$ cat src/rtl/core/assert_macros.svh
// Assertion macros shared by the voxel traversal RTL.
`ifndef ASSERT_MACROS_SVH
`define ASSERT_MACROS_SVH

// Same-cycle implication, checked out of reset.
`define VRT_ASSERT_IMPL(lbl, clk, rstn, ante, cons) \
    lbl: assert property (@(posedge clk) disable iff (!rstn) (ante) |-> (cons)) \
        else $error("voxel traversal assertion failed");

// Next-cycle implication, checked out of reset.
`define VRT_ASSERT_NEXT(lbl, clk, rstn, ante, cons) \
    lbl: assert property (@(posedge clk) disable iff (!rstn) (ante) |=> (cons)) \
        else $error("voxel traversal assertion failed");

`endif

$ cat src/rtl/core/vrt_pkg.sv
// Shared types and constants of the voxel ray traversal unit.
package vrt_pkg;

    localparam int POS_FRAC_BITS_DEF    = 16;
    localparam int VOXEL_COORD_BITS_DEF = 16;

    localparam logic [31:0] DIST_SAT       = 32'hFFFF_FFFF;
    localparam logic [7:0]  MAX_DIST_RESET = 8'd10;
    localparam int          DIV_BITS       = 32;

    // Register indexes
    localparam logic REG_REACH_LIMIT = 1'b0;

    // Input actions
    localparam logic ACT_START  = 1'b0;
    localparam logic ACT_REPORT = 1'b1;

    // Result kinds
    localparam logic [1:0] KIND_PROBE   = 2'd0;
    localparam logic [1:0] KIND_HIT     = 2'd1;
    localparam logic [1:0] KIND_MISS    = 2'd2;
    localparam logic [1:0] KIND_NO_RAY  = 2'd3;

    // Entry face codes
    localparam logic [1:0] FACE_NONE = 2'b00;
    localparam logic [1:0] FACE_POS  = 2'b01;
    localparam logic [1:0] FACE_NEG  = 2'b11;

    typedef enum logic [3:0] {
        ST_IDLE,
        ST_DIV_START,
        ST_DIV_WAIT,
        ST_XMUL,
        ST_XSTORE,
        ST_LIM,
        ST_LIMST,
        ST_DSUB,
        ST_DSQ,
        ST_DACC,
        ST_ADV,
        ST_EMIT,
        ST_OUT
    } vrt_state_t;

    // Divider status toward the sequencer
    typedef struct packed {
        logic        done;
        logic [31:0] quotient;
    } vrt_div_stat_t;

endpackage

$ cat src/rtl/core/vrt_divider.sv
// Restoring divider: 2^31 divided by a 16-bit magnitude, one quotient bit a cycle.
module vrt_divider
    import vrt_pkg::*;
(
    input  logic          aclk,
    input  logic          aresetn,
    input  logic          start,
    input  logic [15:0]   divisor,
    output vrt_div_stat_t stat
);

    logic [4:0]  cnt_reg;
    logic        busy_reg;
    logic        done_reg;
    logic [15:0] rem_reg;
    logic [31:0] quo_reg;
    logic [15:0] div_reg;
    logic [16:0] trial;
    logic        fits;

    // Shift in the next dividend bit: only the top bit of 2^31 is set
    always_comb begin
        trial = {rem_reg, (cnt_reg == 5'(DIV_BITS - 1))};
        fits  = (trial >= {1'b0, div_reg});
    end

    // Control
    always_ff @(posedge aclk) begin
        if (!aresetn) begin
            busy_reg <= 1'b0;
            done_reg <= 1'b0;
            cnt_reg  <= '0;
        end else begin
            done_reg <= 1'b0;
            if (start) begin
                busy_reg <= 1'b1;
                cnt_reg  <= 5'(DIV_BITS - 1);
            end else if (busy_reg) begin
                if (cnt_reg == 5'd0) begin
                    busy_reg <= 1'b0;
                    done_reg <= 1'b1;
                end else begin
                    cnt_reg <= cnt_reg - 5'd1;
                end
            end
        end
    end

    // Datapath
    always_ff @(posedge aclk) begin
        if (start) begin
            rem_reg <= '0;
            quo_reg <= '0;
            div_reg <= divisor;
        end else if (busy_reg) begin
            rem_reg <= fits ? 16'(trial - {1'b0, div_reg}) : trial[15:0];
            quo_reg <= {quo_reg[30:0], fits};
        end
    end

    assign stat.done     = done_reg;
    assign stat.quotient = quo_reg;

endmodule

$ cat src/rtl/core/vrt_multiplier.sv
// Shared 32x32 unsigned multiplier with a registered product.
module vrt_multiplier (
    input  logic        aclk,
    input  logic [31:0] op_a,
    input  logic [31:0] op_b,
    output logic [63:0] product
);

    logic [63:0] prod_reg;

    // Register every product
    always_ff @(posedge aclk) begin
        prod_reg <= 64'(op_a) * 64'(op_b);
    end

    assign product = prod_reg;

endmodule

$ cat src/rtl/core/voxel_ray_traversal_unit.sv
// Top level of the voxel ray traversal unit: sequencer, state and ports.
//
// Walks a ray through a voxel grid as a query protocol. A start transaction
// (s_tuser = 0) carries origin and unit direction; the unit answers with the
// first voxel to probe or a miss. Each report transaction (s_tuser = 1)
// carries the solidity of that voxel and is answered with the next probe, a
// hit or a miss. Every input transaction yields exactly one result
// transaction. A report with no active ray answers with kind 3.
// Timing: one transaction at a time. A report steps one shared multiplier
// through the three axes for the squared-distance check. A start runs the
// shared restoring divider and a multiplier pass for the first crossing
// on each axis with a nonzero direction, then the distance check. s_tready
// is high only while the unit is idle; the result stays in the output
// register until m_tready takes it, and nothing new is accepted before
// that. Reset (aresetn low, synchronous) drops any ray, clears the walk
// state and sets the reach limit to 10 blocks. The reach limit sits at APB
// byte address 0; the user must write it only while the unit is idle, and
// the block itself does not enforce this.
`include "assert_macros.svh"
module voxel_ray_traversal_unit
    import vrt_pkg::*;
#(
    parameter int POS_FRAC_BITS    = POS_FRAC_BITS_DEF,
    parameter int VOXEL_COORD_BITS = VOXEL_COORD_BITS_DEF
) (
    input  logic         aclk,
    input  logic         aresetn,
    // Input channel
    input  logic         s_tvalid,
    output logic         s_tready,
    // origin_x[31:0] origin_y[63:32] origin_z[95:64] dir_x[111:96]
    // dir_y[127:112] dir_z[143:128] solid[144] zero fill[151:145]
    input  logic [151:0] s_tdata,
    // action[0]
    input  logic         s_tuser,
    // Result channel
    output logic         m_tvalid,
    input  logic         m_tready,
    // block_x[15:0] block_y[31:16] block_z[47:32] face_x[49:48]
    // face_y[51:50] face_z[53:52] zero fill[55:54]
    output logic [55:0]  m_tdata,
    // kind[1:0]
    output logic [1:0]   m_tuser,
    // Configuration port
    input  logic         psel,
    input  logic         penable,
    input  logic         pwrite,
    input  logic [2:0]   paddr,
    input  logic [31:0]  pwdata,
    output logic [31:0]  prdata,
    output logic         pready
);

    localparam int F    = POS_FRAC_BITS;
    localparam int VC   = VOXEL_COORD_BITS;
    localparam int LIMW = 8 + F;
    localparam int DW   = ((VC + F > 32) ? (VC + F) : 32) + 2;

    vrt_state_t state_reg, state_next;

    logic                 active_reg;
    logic [7:0]           max_reg;
    logic [1:0]           axis_reg;
    logic signed [31:0]   origin_reg [3];
    logic signed [15:0]   dir_reg    [3];
    logic [VC-1:0]        voxel_reg  [3];
    logic [VC-1:0]        start_reg  [3];
    logic [2:0]           sign_reg;
    logic [31:0]          unit_reg   [3];
    logic [31:0]          cross_reg  [3];
    logic [1:0]           face_reg   [3];
    logic [63:0]          lim_reg;
    logic [63:0]          sum_reg;
    logic [LIMW-1:0]      a_reg;

    logic [1:0]           out_kind_reg;
    logic [15:0]          out_block_reg [3];
    logic [1:0]           out_face_reg  [3];

    // Sequencer controls
    logic                 div_start;
    vrt_div_stat_t        div_stat;
    logic [31:0]          mul_a, mul_b;
    logic [63:0]          mul_p;

    logic                 cfg_wr;
    logic                 in_acc;
    logic [LIMW-1:0]      lim_lin;
    logic [15:0]          dir_abs;
    logic                 dir_zero;
    logic [16:0]          off16, f16;
    logic [F-1:0]         frac;
    logic                 cross_ovf;
    logic signed [DW-1:0] vext, cen, oext, dd;
    logic [DW-1:0]        dabs;
    logic                 too_far;
    logic                 sum_over;
    logic                 is_start_voxel;
    logic [1:0]           min_ax;
    logic [32:0]          cross_sum;
    logic [VC-1:0]        vox_step;
    logic [VC+31:0]       blk_ext [3];

    // Configuration port
    assign pready = 1'b1;
    assign cfg_wr = psel && penable && pwrite && pready;
    assign prdata = (paddr[2] == REG_REACH_LIMIT) ? {24'd0, max_reg} : 32'd0;

    always_ff @(posedge aclk) begin
        if (!aresetn) begin
            max_reg <= MAX_DIST_RESET;
        end else if (cfg_wr && (paddr[2] == REG_REACH_LIMIT)) begin
            max_reg <= pwdata[7:0];
        end
    end

    assign s_tready = (state_reg == ST_IDLE);
    assign in_acc   = s_tvalid && s_tready;

    // Shared units
    vrt_divider u_div (
        .aclk    (aclk),
        .aresetn (aresetn),
        .start   (div_start),
        .divisor (dir_abs),
        .stat    (div_stat)
    );

    vrt_multiplier u_mul (
        .aclk    (aclk),
        .op_a    (mul_a),
        .op_b    (mul_b),
        .product (mul_p)
    );

    // Per-axis setup values
    assign lim_lin  = {max_reg, {F{1'b0}}};
    assign dir_zero = (dir_reg[axis_reg] == 16'sd0);
    assign dir_abs  = dir_reg[axis_reg][15] ? 16'(-dir_reg[axis_reg])
                                            : 16'(dir_reg[axis_reg]);
    assign frac     = origin_reg[axis_reg][F-1:0];

    generate
        if (F <= 16) begin : g_frac_up
            assign off16 = 17'(frac) << (16 - F);
        end else begin : g_frac_dn
            assign off16 = 17'(frac >> (F - 16));
        end
    endgenerate

    assign f16       = sign_reg[axis_reg] ? (17'h10000 - off16) : off16;
    assign cross_ovf = (mul_p[63:48] != 16'd0);

    // Voxel centre distance along the current axis
    always_comb begin
        vext    = DW'($signed(voxel_reg[axis_reg]));
        cen     = (vext <<< F) | (DW'(1) << (F - 1));
        oext    = DW'(origin_reg[axis_reg]);
        dd      = cen - oext;
        dabs    = dd[DW-1] ? DW'(-dd) : DW'(dd);
        too_far = (dabs > DW'(lim_lin));
    end

    assign sum_over = (mul_p > (lim_reg - sum_reg));

    assign is_start_voxel = (voxel_reg[0] == start_reg[0]) &&
                            (voxel_reg[1] == start_reg[1]) &&
                            (voxel_reg[2] == start_reg[2]);

    // Smallest crossing distance, ties to x then y
    always_comb begin
        if ((cross_reg[0] <= cross_reg[1]) && (cross_reg[0] <= cross_reg[2])) begin
            min_ax = 2'd0;
        end else if (cross_reg[1] <= cross_reg[2]) begin
            min_ax = 2'd1;
        end else begin
            min_ax = 2'd2;
        end
        cross_sum = 33'(cross_reg[min_ax]) + 33'(unit_reg[min_ax]);
        vox_step  = sign_reg[min_ax] ? (voxel_reg[min_ax] + VC'(1))
                                     : (voxel_reg[min_ax] - VC'(1));
    end

    // Multiplier operand select
    always_comb begin
        case (state_reg)
            ST_XMUL: begin
                mul_a = 32'(f16);
                mul_b = unit_reg[axis_reg];
            end
            ST_LIM: begin
                mul_a = 32'(lim_lin);
                mul_b = 32'(lim_lin);
            end
            default: begin
                mul_a = 32'(a_reg);
                mul_b = 32'(a_reg);
            end
        endcase
    end

    // State register
    always_ff @(posedge aclk) begin
        if (!aresetn) begin
            state_reg <= ST_IDLE;
        end else begin
            state_reg <= state_next;
        end
    end

    // Next state
    always_comb begin
        state_next = state_reg;
        div_start  = 1'b0;
        case (state_reg)
            ST_IDLE: begin
                if (in_acc) begin
                    if (s_tuser == ACT_START) begin
                        state_next = ST_DIV_START;
                    end else if (!active_reg) begin
                        state_next = ST_OUT;
                    end else if (s_tdata[144] && !is_start_voxel) begin
                        state_next = ST_OUT;
                    end else begin
                        state_next = ST_LIM;
                    end
                end
            end
            ST_DIV_START: begin
                if (dir_zero) begin
                    state_next = (axis_reg == 2'd2) ? ST_LIM : ST_DIV_START;
                end else begin
                    div_start  = 1'b1;
                    state_next = ST_DIV_WAIT;
                end
            end
            ST_DIV_WAIT: begin
                if (div_stat.done) begin
                    state_next = ST_XMUL;
                end
            end
            ST_XMUL:   state_next = ST_XSTORE;
            ST_XSTORE: state_next = (axis_reg == 2'd2) ? ST_LIM : ST_DIV_START;
            ST_LIM:    state_next = ST_LIMST;
            ST_LIMST:  state_next = ST_DSUB;
            ST_DSUB:   state_next = too_far ? ST_OUT : ST_DSQ;
            ST_DSQ:    state_next = ST_DACC;
            ST_DACC: begin
                if (sum_over) begin
                    state_next = ST_OUT;
                end else if (axis_reg == 2'd2) begin
                    state_next = ST_ADV;
                end else begin
                    state_next = ST_DSUB;
                end
            end
            ST_ADV:  state_next = ST_EMIT;
            ST_EMIT: state_next = ST_OUT;
            ST_OUT: begin
                if (m_tready) begin
                    state_next = ST_IDLE;
                end
            end
            default: state_next = ST_IDLE;
        endcase
    end

    // Active flag
    always_ff @(posedge aclk) begin
        if (!aresetn) begin
            active_reg <= 1'b0;
        end else begin
            case (state_reg)
                ST_IDLE: begin
                    if (in_acc) begin
                        if (s_tuser == ACT_START) begin
                            active_reg <= 1'b1;
                        end else if (s_tdata[144] && !is_start_voxel) begin
                            active_reg <= 1'b0;
                        end
                    end
                end
                ST_DSUB: begin
                    if (too_far) begin
                        active_reg <= 1'b0;
                    end
                end
                ST_DACC: begin
                    if (sum_over) begin
                        active_reg <= 1'b0;
                    end
                end
                default: ;
            endcase
        end
    end

    // Walk state
    always_ff @(posedge aclk) begin
        if (!aresetn) begin
            axis_reg <= '0;
            sign_reg <= '0;
            lim_reg  <= '0;
            sum_reg  <= '0;
            for (int i = 0; i < 3; i++) begin
                origin_reg[i] <= '0;
                dir_reg[i]    <= '0;
                voxel_reg[i]  <= '0;
                start_reg[i]  <= '0;
                unit_reg[i]   <= '0;
                cross_reg[i]  <= '0;
                face_reg[i]   <= FACE_NONE;
            end
        end else begin
            case (state_reg)
                ST_IDLE: begin
                    if (in_acc && (s_tuser == ACT_START)) begin
                        axis_reg <= 2'd0;
                        for (int i = 0; i < 3; i++) begin
                            origin_reg[i] <= $signed(s_tdata[32*i +: 32]);
                            dir_reg[i]    <= $signed(s_tdata[96 + 16*i +: 16]);
                            voxel_reg[i]  <= VC'(64'($signed(s_tdata[32*i +: 32])) >>> F);
                            start_reg[i]  <= VC'(64'($signed(s_tdata[32*i +: 32])) >>> F);
                            sign_reg[i]   <= !s_tdata[96 + 16*i + 15] &&
                                             (s_tdata[96 + 16*i +: 16] != 16'd0);
                            face_reg[i]   <= FACE_NONE;
                        end
                    end
                end
                ST_DIV_START: begin
                    if (dir_zero) begin
                        unit_reg[axis_reg]  <= DIST_SAT;
                        cross_reg[axis_reg] <= DIST_SAT;
                        axis_reg            <= axis_reg + 2'd1;
                    end
                end
                ST_DIV_WAIT: begin
                    if (div_stat.done) begin
                        unit_reg[axis_reg] <= div_stat.quotient;
                    end
                end
                ST_XSTORE: begin
                    cross_reg[axis_reg] <= cross_ovf ? DIST_SAT : mul_p[47:16];
                    axis_reg            <= axis_reg + 2'd1;
                end
                ST_LIMST: begin
                    lim_reg  <= mul_p;
                    sum_reg  <= '0;
                    axis_reg <= 2'd0;
                end
                ST_DACC: begin
                    sum_reg  <= sum_reg + mul_p;
                    axis_reg <= axis_reg + 2'd1;
                end
                ST_ADV: begin
                    voxel_reg[min_ax] <= vox_step;
                    cross_reg[min_ax] <= cross_sum[32] ? DIST_SAT : cross_sum[31:0];
                    // Mark the entry face on the stepped axis, clear the others
                    for (int i = 0; i < 3; i++) begin
                        face_reg[i] <= (2'(i) == min_ax) ?
                                       (sign_reg[min_ax] ? FACE_NEG : FACE_POS) :
                                       FACE_NONE;
                    end
                end
                default: ;
            endcase
        end
    end

    // Distance magnitude for the squared check
    always_ff @(posedge aclk) begin
        if (state_reg == ST_DSUB) begin
            a_reg <= dabs[LIMW-1:0];
        end
    end

    // Sign-extend each coordinate; the output register takes the low 16 bits
    always_comb begin
        for (int i = 0; i < 3; i++) begin
            blk_ext[i] = (VC + 32)'($signed(voxel_reg[i]));
        end
    end

    // Output register
    always_ff @(posedge aclk) begin
        if (!aresetn) begin
            m_tvalid <= 1'b0;
        end else begin
            if ((state_reg == ST_OUT) && m_tready) begin
                m_tvalid <= 1'b0;
            end else if (state_next == ST_OUT && state_reg != ST_OUT) begin
                m_tvalid <= 1'b1;
            end
        end
    end

    always_ff @(posedge aclk) begin
        if (state_next == ST_OUT && state_reg != ST_OUT) begin
            if (state_reg == ST_EMIT) begin
                out_kind_reg <= KIND_PROBE;
            end else if (state_reg != ST_IDLE) begin
                out_kind_reg <= KIND_MISS;
            end else if (!active_reg) begin
                out_kind_reg <= KIND_NO_RAY;
            end else begin
                out_kind_reg <= KIND_HIT;
            end
            for (int i = 0; i < 3; i++) begin
                if (state_reg == ST_EMIT || (state_reg == ST_IDLE && active_reg)) begin
                    out_block_reg[i] <= blk_ext[i][15:0];
                    out_face_reg[i]  <= face_reg[i];
                end else begin
                    out_block_reg[i] <= '0;
                    out_face_reg[i]  <= FACE_NONE;
                end
            end
        end
    end

    assign m_tuser = out_kind_reg;
    assign m_tdata = {2'b00, out_face_reg[2], out_face_reg[1], out_face_reg[0],
                      out_block_reg[2], out_block_reg[1], out_block_reg[0]};

    `VRT_ASSERT_IMPL(a_ready_no_result, aclk, aresetn, s_tready, !m_tvalid)
    `VRT_ASSERT_IMPL(a_miss_clean, aclk, aresetn, m_tvalid && (m_tuser == KIND_MISS), m_tdata == '0)
    `VRT_ASSERT_IMPL(a_div_seq, aclk, aresetn, div_stat.done, state_reg == ST_DIV_WAIT)

endmodule

$ cat config.mk
export PLATFORM = sky130hd
export DESIGN_NAME = voxel_ray_traversal_unit
export DESIGN_NICKNAME = d
export VERILOG_FILES = /design/src/rtl/core/vrt_pkg.sv /design/src/rtl/core/vrt_divider.sv /design/src/rtl/core/vrt_multiplier.sv /design/src/rtl/core/voxel_ray_traversal_unit.sv
export VERILOG_INCLUDE_DIRS = /design/src /design/src/rtl/core
export SDC_FILE = /design/constraint.sdc
export NUM_CORES = 2
export LEC_CHECK = 0
export BUFFER_PORTS_ARGS = -buffer_cell sky130_fd_sc_hd__buf_2
export CORE_MARGIN = 4
export CORE_UTILIZATION = 45
export CTS_BUF_LIST = sky130_fd_sc_hd__clkbuf_8
export CTS_CLUSTER_DIAMETER = 60
export DETAILED_ROUTE_END_ITERATION = 16
export PLACE_DENSITY_LB_ADDON = 0.3
export SYNTH_ARGS = -nofsm -noshare
export SYNTH_HDL_FRONTEND = slang
export SYNTH_SLANG_ARGS = --single-unit
$ cat constraint.sdc
create_clock -name aclk -period 13.94 [get_ports aclk]
set_input_delay 1.394 -clock aclk [delete_from_list [all_inputs] [get_ports aclk]]
set_output_delay 1.394 -clock aclk [all_outputs]
set_load 0.05 [all_outputs]
==> impl_metrics.env <==
export IMPL_status="finished clean"
export IMPL_track_usage_pct=25.5
export IMPL_synth_top_family_by_area="adder cells"
export IMPL_worstPathRequired_ns=14.71
export IMPL_register_area_sq_um=22400
export IMPL_grt_pass1_wl_microns=343000
export IMPL_ctsLongestPathBuffers=3
export IMPL_drc=0
export IMPL_relSlewSlack_pct=15.3
export IMPL_path_buf_inv=6
export IMPL_fmax_mhz=82.5
export IMPL_largest_reg_flops=128
export IMPL_clkSinkCount=834
export IMPL_crit_type="reg2reg"
export IMPL_cp_top_family="compound AO/OA/AOI/OAI gates"
export IMPL_initialDrtViolationCount=4980
export IMPL_yosys_register_bits=834
export IMPL_multiInputGateArea_sq_um=47000
export IMPL_cts_made_buffers=154
export IMPL_synth_ff_type="edfxtp_1"
export IMPL_slowest_delay_ns=0.90
export IMPL_grt_max_degree=147
export IMPL_ctsHoldBuffers=0
export IMPL_synth_edf_count=564
export IMPL_die_height_microns=415
export IMPL_start_util_pct=45.2
export IMPL_root_buffer="clkbuf_8"
export IMPL_final_antenna_net_count=0
export IMPL_synth_fa_ha_area_share_pct=26.9
export IMPL_syn_area_per_cell_sq_um=9.28
export IMPL_rows=149
export IMPL_final_cell_mix="inv_1, nor2_1, fa_1, nand2_1, edfxtp_1"
export IMPL_hp_class="reg2reg"
export IMPL_worstPathArrival_ns=12.90
export IMPL_place_gp_congestion=0.944
export IMPL_dr_pass1_iters=6
export IMPL_ctsResizeCount=0
export IMPL_path_max_fanout=14
export IMPL_synthMuxAreaShare_pct=3.56
export IMPL_worst_pin_slew_ns=1.25
export IMPL_report_final_slew_viol_count=0
export IMPL_final_common_cell="inv_1"
export IMPL_core_sq_um=165000
export IMPL_viasPerCell=5.57
export IMPL_setup_viol=0
export IMPL_cpMaxStageDelayCell="xnor2_1"
export IMPL_syn_area_sq_um=74500
export IMPL_io_buffer_count=227
export IMPL_grt_overflow=0
export IMPL_fillers=15486
export IMPL_wl_per_cell_microns=21.2
export IMPL_critPathLaunchType="flip-flop"
export IMPL_synth_cells=8031
export IMPL_clk_pin_slew_worst_paths_ns=0.06
export IMPL_synth_distinct_cells=94
export IMPL_grt_pass1_vias=59430
export IMPL_io_pins=288
export IMPL_period_needed_ns=12.12
export IMPL_skew_ns=0.0713
export IMPL_setup_tns_ns=0
export IMPL_dieArea_sq_um=172000
export IMPL_finalCritPeriodShare_pct=87.0
export IMPL_clock_latency_ns=0.90
export IMPL_ys_warn_count=0
export IMPL_hold_viol=0
export IMPL_area_growth_pct=9.16
export IMPL_synth_async_sr_flop_share_pct=0
export IMPL_place_hpwl_microns=170000
export IMPL_die_w_microns=415
export IMPL_htreeDepth=4
export IMPL_maxCapViolations=0
export IMPL_drive_gt1_share_pct=8.69
export IMPL_vias=58728
export IMPL_end_kind="flip-flop"
export IMPL_synth_xor_area_share_pct=3.87
export IMPL_fin_nets=9619
export IMPL_postCtsSetupRepairBufs=0
export IMPL_antenna_found_initial=4
export IMPL_rsz0062_at_grt="false"
export IMPL_final_core_util_pct=49.4
export IMPL_synth_compound_area_share_pct=12.8
export IMPL_postRouteWirelength_microns=223000
export IMPL_yosys_area_share_simple_pct=15.1
export IMPL_tritoncts="built"
export IMPL_ys_seq_area_share_pct=30.0
[synthesized netlist by cell type (11+ instances only)]
cell	count	area, sq um
inv_1	1083	4070
nor2_1	1073	4030
fa_1	663	13300
nand2_1	571	2140
edfxtp_1	564	16900
ha_1	542	6780
a21oi_1	445	2230
clkbuf_1	334	1250
dfxtp_1	270	5410
o21ai_0	269	1350
and2_1	215	1350
xnor2_1	195	1710
a21o_1	177	1330
mux2i_1	143	1430
xor2_1	134	1170
nand3_1	128	641
o21bai_1	92	691
nand2b_1	90	563
nand4_1	90	563
a22oi_1	67	503
o21a_1	58	435
nor3_1	50	250
nor2b_1	45	282
a211oi_1	40	300
nor4_1	39	244
or2_2	39	244
mux4_2	38	856
and3_1	37	231
a21boi_0	35	263
a31oi_1	35	219
o22ai_1	35	219
buf_4	31	233
a22o_1	29	254
o211ai_1	28	210
buf_1	27	101
mux2_2	22	248
or3_1	22	138
a21boi_1	20	150
o21ai_1	18	90.1
o31ai_1	17	128
and4_1	15	131
or4_1	13	97.6
a41oi_1	11	96.3
o31a_1	11	96.3
[per-layer routing]
layer,track usage [%],vias up,wire length (microns)
met3,4.45,542,16400
met1,31.8,28784,88300
met5,0,-,0
met4,12.2,0,11900
met2,43.0,2243,107000
li1,-,27159,-
[final cells by class]
class,instances,area share [%]
clock buffers,171,2.89
well taps,2189,3.37
clock inverters,110,1.03
multi-input cells,5803,57.7
diodes,4,0.0123
flip-flops and latches,834,27.5
inverters,1085,5.01
repair buffers,341,2.46
[logic make-up after synthesis]
| group | after synthesis |
|---|---|
| other | 2 |
| flip-flops | 834 |
| multiplexers | 212 |
| XOR/XNOR | 329 |
| AO/OA/AOI/OAI | 1495 |
| adder cells (fa/ha/maj) | 1205 |
| AND/OR/NAND/NOR | 2463 |
| buffers and inverters | 1491 |
[final timing paths]
check                                from                        end  slack (ns)  cells after the start
hold reg to reg   max_reg[5]$_SDFFE_PN0P_    max_reg[5]$_SDFFE_PN0P_        0.45                      2
setup reg to reg                flip-flop  u_mul.product[48]$_DFF_P_        1.82                     37
setup / recovery                flip-flop  u_mul.product[48]$_DFF_P_        1.82                     37
hold / removal    max_reg[5]$_SDFFE_PN0P_    max_reg[5]$_SDFFE_PN0P_        0.45                      2
[worst register-to-register path, delay by kind of cell (launching register included)]
family	cells	cell delay (ns)
DFF	1	0.48
and+or+nand+nor	7	2.06
muxes	1	0.26
buffers and inverters	6	0.46
xor gates and xnor gates	2	1.02
AOI/OAI and AO/OA	12	4.09
adders and majority gates	9	3.65
[metrics by stage]
stage	instances	cell area, sq um	hold WS (ns)	setup slack (ns)
floorplan	8128	74900	0.436	3.69
global placement	10252	78100	0.444	2.13
detailed placement	10252	78100	0.447	2.15
CTS	10533	81300	0.455	2.09
global route	10536	81300	0.478	1.20
finish	10537	81300	0.453	1.82
Power is not shown: default switching activity piles up to over one toggle a cycle in this logic, so the estimate is an artifact.
